==> src/sv/gbb_pkg.sv <==
`default_nettype none

package gbb_pkg;

	typedef enum logic [1:0] {
		MODE_START  = 2'd0,
		MODE_HEADER = 2'd1,
		MODE_BYTE   = 2'd2
	} gbb_mode_t;

	localparam int CFG_IDX_W = 3;
	localparam logic [CFG_IDX_W-1:0] CFG_IMAGE_WIDTH  = 3'd0;
	localparam logic [CFG_IDX_W-1:0] CFG_IMAGE_HEIGHT = 3'd1;
	localparam logic [CFG_IDX_W-1:0] CFG_TEXT_HEIGHT  = 3'd2;
	localparam logic [CFG_IDX_W-1:0] CFG_START_PEN_X  = 3'd3;
	localparam logic [CFG_IDX_W-1:0] CFG_START_PEN_Y  = 3'd4;

	localparam logic [14:0] IMAGE_WIDTH_RST  = 15'd640;
	localparam logic [14:0] IMAGE_HEIGHT_RST = 15'd480;

	localparam logic [7:0] ALPHA_OPAQUE = 8'd255;
	localparam int PIX_PER_BYTE = 8;
	localparam int QUEUE_DEPTH  = 4;

	typedef struct packed {
		gbb_mode_t          mode;
		logic signed [15:0] blit_x;
		logic signed [15:0] blit_y;
		logic signed [15:0] box_x_offset;
		logic signed [15:0] box_y_offset;
		logic [8:0]         box_width;
		logic [8:0]         box_height;
		logic signed [15:0] advance_x;
		logic signed [15:0] advance_y;
		logic [31:0]        fore_color;
		logic [31:0]        back_color;
		logic [7:0]         bitmap_byte;
	} in_item_t;

	typedef struct packed {
		logic [14:0] pixel_x;
		logic [14:0] pixel_y;
		logic [31:0] pixel_color;
		logic        last;
	} out_item_t;

	typedef struct packed {
		logic [14:0]        image_width;
		logic [14:0]        image_height;
		logic [14:0]        text_height;
		logic signed [15:0] start_pen_x;
		logic signed [15:0] start_pen_y;
	} gbb_cfg_t;

	// One bitmap byte, already clipped: mask bit k marks a write at column x0 + k.
	typedef struct packed {
		logic [14:0]             x0;
		logic [14:0]             y;
		logic [PIX_PER_BYTE-1:0] mask;
		logic [PIX_PER_BYTE-1:0] set;
		logic [31:0]             fore;
		logic [31:0]             back;
	} gbb_job_t;

endpackage

`default_nettype wire

==> src/sv/gbb_front.sv <==
`default_nettype none

module gbb_front import gbb_pkg::*; #(
	parameter int MAX_GLYPH_SIDE = 256,
	parameter int COORD_BITS     = 16
) (
	input  wire logic     clk,
	input  wire logic     arst_n,
	input  wire gbb_cfg_t cfg,
	input  wire logic     accept,
	input  wire in_item_t item,
	output logic          push,
	output gbb_job_t      job
);

	localparam int PW     = (COORD_BITS > 16) ? COORD_BITS : 16;
	localparam int SW     = PW + 4;
	localparam int SIDE_W = $clog2(MAX_GLYPH_SIDE + 1);
	localparam int BI_W   = $clog2((MAX_GLYPH_SIDE + 7) / 8 + 1);
	localparam logic signed [SW-1:0] SAT_HI =
		SW'((longint'(1) <<< (COORD_BITS - 1)) - longint'(1));
	localparam logic signed [SW-1:0] SAT_LO = ~SAT_HI;

	logic signed [PW-1:0] pen_x_q, pen_y_q, origin_x_q, origin_y_q;
	logic signed [15:0]   string_x_q, string_y_q;
	logic [SIDE_W-1:0]    gw_q, gh_q, row_q;
	logic [BI_W-1:0]      byte_q;
	logic [31:0]          fore_q, back_q;

	logic [SIDE_W-1:0]    bw_c, bh_c;
	logic signed [SW-1:0] ox_sum, oy_sum, px_sum, py_sum, y_s;
	logic signed [SW-1:0] x_s [PIX_PER_BYTE];
	logic [31:0]          col_k [PIX_PER_BYTE];
	logic [PIX_PER_BYTE-1:0] mask, set_v;
	logic                 row_in, active, row_end;

	function automatic logic signed [PW-1:0] sat_coord(input logic signed [SW-1:0] v);
		if (v > SAT_HI)
			return PW'(SAT_HI);
		if (v < SAT_LO)
			return PW'(SAT_LO);
		return PW'(v);
	endfunction

	always_comb begin
		bw_c = (32'(item.box_width) > 32'(MAX_GLYPH_SIDE)) ?
			SIDE_W'(MAX_GLYPH_SIDE) : SIDE_W'(item.box_width);
		bh_c = (32'(item.box_height) > 32'(MAX_GLYPH_SIDE)) ?
			SIDE_W'(MAX_GLYPH_SIDE) : SIDE_W'(item.box_height);
		ox_sum = SW'(item.box_x_offset) + SW'(pen_x_q) + SW'(string_x_q);
		oy_sum = $signed(SW'(cfg.text_height))
			- (SW'(item.box_y_offset) + SW'(pen_y_q) + $signed(SW'(bh_c)))
			+ SW'(string_y_q);
		px_sum = SW'(pen_x_q) + SW'(item.advance_x);
		py_sum = SW'(pen_y_q) + SW'(item.advance_y);

		y_s     = SW'(origin_y_q) + $signed(SW'(row_q));
		row_in  = !y_s[SW-1] && (y_s[SW-2:0] < (SW-1)'(cfg.image_height));
		active  = (gw_q != '0) && (gh_q != '0) && (row_q < gh_q);
		row_end = (32'({byte_q, 3'b000}) + 32'd8) >= 32'(gw_q);

		// All eight columns of the byte are clipped side by side.
		for (int k = 0; k < PIX_PER_BYTE; k++) begin
			col_k[k] = 32'({byte_q, 3'b000}) + 32'(k);
			x_s[k]   = SW'(origin_x_q) + $signed(SW'(col_k[k]));
			set_v[k] = item.bitmap_byte[PIX_PER_BYTE-1-k];
			mask[k]  = (col_k[k] < 32'(gw_q)) && row_in && !x_s[k][SW-1]
				&& (x_s[k][SW-2:0] < (SW-1)'(cfg.image_width))
				&& (set_v[k] ? (fore_q[7:0] != ALPHA_OPAQUE)
				             : (back_q[7:0] != ALPHA_OPAQUE));
		end

		push     = accept && (item.mode == MODE_BYTE) && active && (mask != '0);
		job.x0   = x_s[0][14:0];
		job.y    = y_s[14:0];
		job.mask = mask;
		job.set  = set_v;
		job.fore = fore_q;
		job.back = back_q;
	end

	always_ff @(posedge clk or negedge arst_n) begin
		if (!arst_n) begin
			pen_x_q    <= '0;
			pen_y_q    <= '0;
			origin_x_q <= '0;
			origin_y_q <= '0;
			string_x_q <= '0;
			string_y_q <= '0;
			gw_q       <= '0;
			gh_q       <= '0;
			row_q      <= '0;
			byte_q     <= '0;
			fore_q     <= '0;
			back_q     <= '0;
		end else if (accept) begin
			case (item.mode)
				MODE_START: begin
					string_x_q <= item.blit_x;
					string_y_q <= item.blit_y;
					pen_x_q    <= PW'(cfg.start_pen_x);
					pen_y_q    <= PW'(cfg.start_pen_y);
					gw_q       <= '0;
					gh_q       <= '0;
					row_q      <= '0;
					byte_q     <= '0;
				end
				MODE_HEADER: begin
					origin_x_q <= sat_coord(ox_sum);
					origin_y_q <= sat_coord(oy_sum);
					gw_q       <= bw_c;
					gh_q       <= bh_c;
					fore_q     <= item.fore_color;
					back_q     <= item.back_color;
					row_q      <= '0;
					byte_q     <= '0;
					pen_x_q    <= sat_coord(px_sum);
					pen_y_q    <= sat_coord(py_sum);
				end
				MODE_BYTE: begin
					if (active) begin
						if (row_end) begin
							byte_q <= '0;
							row_q  <= row_q + 1'b1;
						end else begin
							byte_q <= byte_q + 1'b1;
						end
					end
				end
				default: begin
				end
			endcase
		end
	end

endmodule

`default_nettype wire

==> src/sv/gbb_fifo.sv <==
`default_nettype none

module gbb_fifo import gbb_pkg::*; (
	input  wire logic     clk,
	input  wire logic     arst_n,
	input  wire logic     push,
	input  wire gbb_job_t push_data,
	input  wire logic     pop,
	output logic          full,
	output logic          head_valid,
	output gbb_job_t      head
);

	localparam int PTR_W = $clog2(QUEUE_DEPTH);
	localparam int CNT_W = $clog2(QUEUE_DEPTH + 1);

	gbb_job_t         slot_q [QUEUE_DEPTH];
	logic [PTR_W-1:0] wr_q, rd_q;
	logic [CNT_W-1:0] count_q;

	assign full       = (count_q == CNT_W'(QUEUE_DEPTH));
	assign head_valid = (count_q != '0);
	assign head       = slot_q[rd_q];

	always_ff @(posedge clk) begin
		if (push)
			slot_q[wr_q] <= push_data;
	end

	always_ff @(posedge clk or negedge arst_n) begin
		if (!arst_n) begin
			wr_q    <= '0;
			rd_q    <= '0;
			count_q <= '0;
		end else begin
			if (push)
				wr_q <= wr_q + 1'b1;
			if (pop)
				rd_q <= rd_q + 1'b1;
			case ({push, pop})
				2'b10:   count_q <= count_q + 1'b1;
				2'b01:   count_q <= count_q - 1'b1;
				default: count_q <= count_q;
			endcase
		end
	end

endmodule

`default_nettype wire

==> src/sv/gbb_back.sv <==
`default_nettype none

module gbb_back import gbb_pkg::*; (
	input  wire logic     clk,
	input  wire logic     arst_n,
	input  wire logic     head_valid,
	input  wire gbb_job_t head,
	output logic          pop,
	input  wire logic     out_stall,
	output logic          out_valid,
	output out_item_t     out_data
);

	logic [PIX_PER_BYTE-1:0] mask_q, set_q;
	logic [14:0]             x0_q, y_q;
	logic [31:0]             fore_q, back_q;
	logic                    out_valid_q;
	out_item_t               out_q;

	logic [2:0]              idx;
	logic [PIX_PER_BYTE-1:0] rest;
	logic                    out_free, emit, is_last;

	always_comb begin
		idx = '0;
		// Lowest remaining column goes first.
		for (int k = PIX_PER_BYTE - 1; k >= 0; k--) begin
			if (mask_q[k])
				idx = 3'(k);
		end
		rest     = mask_q & ~(PIX_PER_BYTE'(1) << idx);
		is_last  = (rest == '0);
		out_free = !out_valid_q || !out_stall;
		emit     = out_free && (mask_q != '0);
		pop      = head_valid && ((mask_q == '0) || (emit && is_last));
	end

	always_ff @(posedge clk or negedge arst_n) begin
		if (!arst_n) begin
			mask_q      <= '0;
			out_valid_q <= 1'b0;
		end else begin
			if (pop)
				mask_q <= head.mask;
			else if (emit)
				mask_q <= rest;
			if (emit)
				out_valid_q <= 1'b1;
			else if (out_free)
				out_valid_q <= 1'b0;
		end
	end

	always_ff @(posedge clk) begin
		if (pop) begin
			set_q  <= head.set;
			x0_q   <= head.x0;
			y_q    <= head.y;
			fore_q <= head.fore;
			back_q <= head.back;
		end
		if (emit) begin
			out_q.pixel_x     <= x0_q + 15'(idx);
			out_q.pixel_y     <= y_q;
			out_q.pixel_color <= set_q[idx] ? fore_q : back_q;
			out_q.last        <= is_last;
		end
	end

	assign out_valid = out_valid_q;
	assign out_data  = out_q;

endmodule

`default_nettype wire

==> src/sv/glyph_bitmap_blitter_unit.sv <==
// Glyph bitmap blitter: turns 1-bit glyph bitmaps into clipped RGBA pixel writes.
// Input channel (in_valid/in_stall/in_data) carries start, header and bitmap byte
// items; a transfer happens on an edge with in_valid high and in_stall low.
// Output channel (out_valid/out_stall/out_data) carries one pixel write per
// transfer, with last set on the final write of a bitmap byte.
// Configuration (cfg_valid/cfg_ready/cfg_index/cfg_data) is always ready and must
// only be written while the block is idle.
// The first write of a bitmap byte passes the queue slot, the expander's mask
// register and the output register. Throughput: one pixel write per cycle while
// out_stall is low; a byte gives one write per visible pixel (up to eight). The
// rate is set by the single pixel output port.
// A four-entry queue sits between the classifying front and the pixel expander,
// so bytes keep being taken while the receiver stalls until the queue fills;
// then in_stall rises. A stalled output write holds its value.
// Reset clears the pen, glyph state, queue and output valid and loads the
// default image size of 640 by 480.
`default_nettype none

module glyph_bitmap_blitter_unit import gbb_pkg::*; #(
	parameter int MAX_GLYPH_SIDE = 256,
	parameter int COORD_BITS     = 16
) (
	input  wire logic                 clk,
	input  wire logic                 arst_n,
	input  wire logic                 in_valid,
	output logic                      in_stall,
	input  wire in_item_t             in_data,
	output logic                      out_valid,
	input  wire logic                 out_stall,
	output out_item_t                 out_data,
	input  wire logic                 cfg_valid,
	output logic                      cfg_ready,
	input  wire logic [CFG_IDX_W-1:0] cfg_index,
	input  wire logic [15:0]          cfg_data
);

	gbb_cfg_t cfg_q;
	gbb_job_t job, head;
	logic     accept, push, pop, full, head_valid;

	assign cfg_ready = 1'b1;
	assign in_stall  = full;
	assign accept    = in_valid && !in_stall;

	always_ff @(posedge clk or negedge arst_n) begin
		if (!arst_n) begin
			cfg_q.image_width  <= IMAGE_WIDTH_RST;
			cfg_q.image_height <= IMAGE_HEIGHT_RST;
			cfg_q.text_height  <= '0;
			cfg_q.start_pen_x  <= '0;
			cfg_q.start_pen_y  <= '0;
		end else if (cfg_valid && cfg_ready) begin
			case (cfg_index)
				CFG_IMAGE_WIDTH:  cfg_q.image_width  <= cfg_data[14:0];
				CFG_IMAGE_HEIGHT: cfg_q.image_height <= cfg_data[14:0];
				CFG_TEXT_HEIGHT:  cfg_q.text_height  <= cfg_data[14:0];
				CFG_START_PEN_X:  cfg_q.start_pen_x  <= $signed(cfg_data);
				CFG_START_PEN_Y:  cfg_q.start_pen_y  <= $signed(cfg_data);
				default: begin
				end
			endcase
		end
	end

	gbb_front #(
		.MAX_GLYPH_SIDE(MAX_GLYPH_SIDE),
		.COORD_BITS    (COORD_BITS)
	) u_front (
		.clk   (clk),
		.arst_n(arst_n),
		.cfg   (cfg_q),
		.accept(accept),
		.item  (in_data),
		.push  (push),
		.job   (job)
	);

	gbb_fifo u_fifo (
		.clk       (clk),
		.arst_n    (arst_n),
		.push      (push),
		.push_data (job),
		.pop       (pop),
		.full      (full),
		.head_valid(head_valid),
		.head      (head)
	);

	gbb_back u_back (
		.clk       (clk),
		.arst_n    (arst_n),
		.head_valid(head_valid),
		.head      (head),
		.pop       (pop),
		.out_stall (out_stall),
		.out_valid (out_valid),
		.out_data  (out_data)
	);

endmodule

`default_nettype wire

==> config.mk <==
export PLATFORM = sky130hd
export DESIGN_NAME = glyph_bitmap_blitter_unit
export DESIGN_NICKNAME = d
export VERILOG_FILES = /design/src/sv/gbb_pkg.sv /design/src/sv/gbb_front.sv /design/src/sv/gbb_fifo.sv /design/src/sv/gbb_back.sv /design/src/sv/glyph_bitmap_blitter_unit.sv
export SDC_FILE = /design/constraint.sdc
export NUM_CORES = 1
export LEC_CHECK = 0
export BUFFER_PORTS_ARGS = -buffer_cell sky130_fd_sc_hd__buf_2
export CAP_MARGIN = 20
export CORE_MARGIN = 2
export CORE_UTILIZATION = 61
export CTS_CLUSTER_DIAMETER = 200
export CTS_CLUSTER_SIZE = 14
export DETAILED_ROUTE_END_ITERATION = 6
export PLACE_DENSITY = 0.8
export SLEW_MARGIN = 20
export SYNTH_ARGS = -nofsm -noshare
export SYNTH_HDL_FRONTEND = slang
export SYNTH_SLANG_ARGS = --single-unit
==> constraint.sdc <==
create_clock -name clk -period 10.6 [get_ports clk]
set_input_delay 1.06 -clock clk [delete_from_list [all_inputs] [get_ports clk]]
set_output_delay 1.06 -clock clk [all_outputs]
set_load 0.01 [all_outputs]
* Word level (Yosys, flattened, before mapping) *
Memories as Yosys holds them, arrays and structs flattened.
Index checks and enable logic that the tools add are counted.

operators by class
  add/subtract/negate cells = 32
  $lt $le $gt $ge = 30
  eq/ne operators = 13
  shift-type cells = 1
  mux-type cells = 82
  bitwise operators = 2
  reduce and logical (&&, ||, !) cells = 81

operators with widths
  operator              count
  $mux 16               16
  $lt 32x9->1           7
  $lt 19x15->1          9
  $add 16x11->17        7
  $gt 20x16->1 const B  4
  $lt 20x16->1 const B  4
  $add 16x16->17        4
  $pmux 16 s2           2
  $pmux 9 s2            3
  $logic_and 1x1->1     42
  $mux 1                41
  $add 9x3->10 const B  4
  $mux 9                4
  $add 16x10->17        2
  $ge 32x9->1           1
  $mux 32               1
  $mux 3                8
  $add 20x10->20        1
  $add 20x16->20        1
  $add 9x2->10 const B  2
  $sub 16x20->20        1
  $add 17x16->18        1
  $gt 9x9->1 const B    2
  $lt 9x9->1            2
  37 further kinds      72

storage, ports and cells
  bits in registers = 451
  memory bits (writable) = 440
  bits of input ports = 212
  memories = 1

memory list
  name           depth  width  rd ports  clocked after memory_dff  write ports  RTL line        text
  u_fifo.slot_q  4      110    1         0                         1            gbb_fifo.sv:17  gbb_job_t slot_q [QUEUE_DEPTH];

* Longest topological paths before layout *
  word-level depth = 17
  depth in mapped cells = 26
  gate-level depth less buffers = 25

* Cells and area by module *
Synthesis repeated with hierarchy kept, for this count alone.

second synthesis, totals
  cell total of the unflattened synthesis = 3,336
  area total of the unflattened synthesis = 45,098.3 um^2

modules (own cells, without submodules)
  module                     instances  cells each  area each (um^2)  sequential area each (um^2)
  gbb_front                  1          2,235       19,234.7          4,829.6
  gbb_fifo                   1          608         16,273.1          13,387.8
  gbb_back                   1          323         6,466.2           5,180.0
  glyph_bitmap_blitter_unit  1          170         3,124.2           1,934.4

* Least setup slack after synthesis *
Ideal clock, no wire load.

  path type = register to register
  from = register u_front.byte_q[3]
  to = memory u_fifo.slot_q[0][0] (netlist name), enable pin
  library setup time = 0.580 ns
  arrival = 8.351 ns
  path slack = 1.669 ns
  cell stages (with the launch flop) = 18
  path through = dfrtp_1 -> ha_1 -> buf_2 -> buf_1 -> and4_1 -> clkbuf_1 -> a21o_1 -> nand2b_1 -> xnor2_1 -> ha_1 -> a21oi_1 -> nand2_1 -> a221o_1 -> a2111oi_0 -> o311ai_0 -> o2111ai_2 -> o21ai_2 -> nor2_1

RTL lines
  item                    RTL line          text
  from (decl)             gbb_front.sv:27   logic [BI_W-1:0] byte_q;
  from (signal assigned)  gbb_front.sv:126  byte_q <= byte_q + 1'b1;
  to (decl)               gbb_fifo.sv:17

==> metrics.txt <==
kind of critical path reg -> reg; worst hold start u_back.y_q[2]; vias in the first global route 29100; slowest stage delay, CP 860 ps; Reg-to-Reg End u_fifo.slot_q[0][35]; LEAKAGE 19.4 nW; overall routing resource usage 30.3%; Critical Path Start Type register; Max Fclk 139 MHz; CP cell instances ha_1 > nand2_1 > o21a_1 > o21ai_1 > a21oi_1 > xnor2_1 > ha_1 > nand3_1 > nand2_1 > a221o_1 > a2111oi_0 > o311ai_0 > o2111ai_2 > o21ai_2 > nor2_4 > buf_4 > buf_4; Ports 278; post-synth top area share 41.1%; Post-Syn Area 44200 sq um; maximum fanout along the worst path 65; final HPWL from detailed placement 75.0 mm; die area 74700 sq um; gpl congestion 0.977; Initial Util 61.8%; Max-slew headroom 27.1%; WP data required 10860 ps; CTS tree done; Final Slew Violations 0; placed cells 4543; CTS Buf Count 73; max_cap viols 0; Setup Total Neg Slack 0 ps; final worst path period share 67.9%; R2R Path Start u_front.byte_q[3]; measured slew at the worst slew-check pin 1090 ps; net count after synthesis 3947; sequential area share after synthesis 57.2%; std cell rows 98; H-tree Lvls 3; drt initial violations 2839; via count 29200; CP endpoint kind register; #FFs+latches synth 891; syn_area_per_cell 13.0 sq um; via-per-instance ratio 6.23; min-delay worst type reg -> reg; status finished, final reports clean; clk_lat worst skew 660 ps; I/O Buffers 276; clk sinks 891; Post-synth EDFFs 605; most frequent cell after synthesis edfxtp_1; main flop type after synthesis edfxtp_1; final wirelength 113 mm; Synth area leader edfxtp_1; Clock transition at path regs 70 ps; overall die width 273 um; R2R cell count 17; Worst R2R Setup Slack 3400 ps; antenna-violating nets left 0; DRC violations left 0; Resize count post-CTS 0; setup bufs post-CTS 0; VDD IR max 342 uV; fin cells 4681; antenna violations before repair 12; Yosys cell types 90; largest net degree at the start of global routing 103; FFs w/ async S/R, synth 32.1%; die height 273 um; Mapped Cells 3414; Period minus WS final 7200 ps; total gr overflow 0; CTS Hold Bufs 0; Setup violations, final 0; slowest CP cell buf_4; Core ar. 71600 sq um; CP arrival 7450 ps; clk_skew 62.3 ps; share of cells above drive strength 1 17.6%; TritonRoute pass-1 iters 6; nets@finish 4201; synth-to-layout area growth 10.5%; Root Driver clkbuf_16; Pwr Density 332 nW/um^2; hold depth 0; top cells by area, synth edfxtp_1, dfrtp_1, ha_1; hold endpoint u_back.out_data[35]; global-route wire length before repair 171 mm; Final Hold Vio Count 0; Commonest cells post-synth edfxtp_1, nand2_1, dfrtp_1; yosys warns 0; DR WL/cell 24.0 um; clock tree buffer depth 3; RSZ-0062 raised after global routing false
power breakdown:
part	switching, W	total, W	internal (W)
combinational	0.00475	0.00822	0.00347
sequential	0.000673	0.00541	0.00473
clock	0.00128	0.00261	0.00133
metal layers:
metal	share of wire, %	vias up	global-route usage (%)	wire, um
met2	50	1302	51.8	56300
met3	6.9	276	4.58	7810
met4	3.9	18	10.9	4340
li1	-	13100	-	-
met5	0.11	-	0	126
met1	39	14400	39.8	44000
logic make-up (layout without fill, tap and decap cells):
group,count (synthesis),in the layout,share of synthesized area [%]
buffers and inverters,305,616,2.65
xor gates and xnor gates,191,191,3.78
muxes,214,214,8.22
adders and majority gates,323,323,9.95
AOI/OAI and AO/OA,658,658,9.30
other,1,7,0.00847
and+or+nand+nor,831,831,8.84
DFF,891,891,57.2
critical path, delay by kind of cell (launching register included):
kind	cells	cell delay, ps
AO/OA/AOI/OAI	8	2570
XOR/XNOR	1	420
adder cells (fa/ha/maj)	2	1130
buffers and inverters	2	1380
flip-flops	1	480
AND/OR/NAND/NOR	4	810
worst max-delay path by stage:
stage	end	startpoint	slack, ps	cells after the start
2_1_floorplan	u_fifo.slot_q[0][0]	u_front.byte_q[3]	1670	17
3_3_place_gp	u_front.origin_y_q[14]	in_data[122]	3660	24
3_5_place_dp	u_fifo.slot_q[0][12]	u_front.byte_q[2]	3540	17
4_1_cts	u_fifo.slot_q[0][70]	u_front.byte_q[2]	3530	17
5_1_grt	u_fifo.slot_q[0][70]	u_front.byte_q[3]	3050	17
6_report	u_fifo.slot_q[0][35]	u_front.byte_q[3]	3400	17
per-stage QoR:
stage	instance area (sq um)	worst slack [ps]	hold WS [ps]	util, %	total power [W]
floorplan	44200	1670	400	-	0.0113
global route	48900	3050	405	68.3	0.0174
CTS	48900	3530	390	68.3	0.0162
global placement	46700	3660	401	65.2	0.0133
finish	48900	3400	394	68.3	0.0162
detailed placement	46700	3540	405	65.2	0.0135
cell usage in the layout, fill, tap and decap left out, types with 18 or more instances in the layout:
cell and instances:
edfxtp_1 605, nand2_1 362, dfrtp_1 278, buf_2 275
ha_1 272, o21ai_0 217, a21oi_1 181, inv_1 179
nor2_1 126, xnor2_1 115, mux4_2 110, mux2_2 92
nand3_1 79, xor2_1 76, clkbuf_16 73, a21o_1 54
clkbuf_1 51, fa_1 49, nand4_1 41, nor3_1 40
buf_4 28, nor2b_1 27, nand2b_1 26, or3_1 25
o21a_1 22, a211oi_1 21, o211ai_1 18
final cells by class:
cell class	instances	area (sq um)
antenna	6	15.0
clock buffer	124	2020
sequential	891	25300
timing repair buffer	304	1600
tap	950	1190
clock inverter	8	198
inverter	180	678
multi-input combinational	2218	17900
fill	4928	22700
sequential cells by signal, indices dropped and copies added (netlist names), 15 cells and up:
| name | count |
|---|---|
| u_fifo.slot_q | 440 |
| cfg_q | 77 |
| u_back.out_data | 63 |
| u_back.back_q | 32 |
| u_back.fore_q | 32 |
| u_front.back_q | 32 |
| u_front.fore_q | 32 |
| u_front.origin_x_q | 16 |
| u_front.origin_y_q | 16 |
| u_front.pen_x_q | 16 |
| u_front.pen_y_q | 16 |
| u_front.string_x_q | 16 |
| u_front.string_y_q | 16 |
| u_back.x0_q | 15 |
| u_back.y_q | 15 |
No activity file was read; power rests on OpenSTA's default activity.
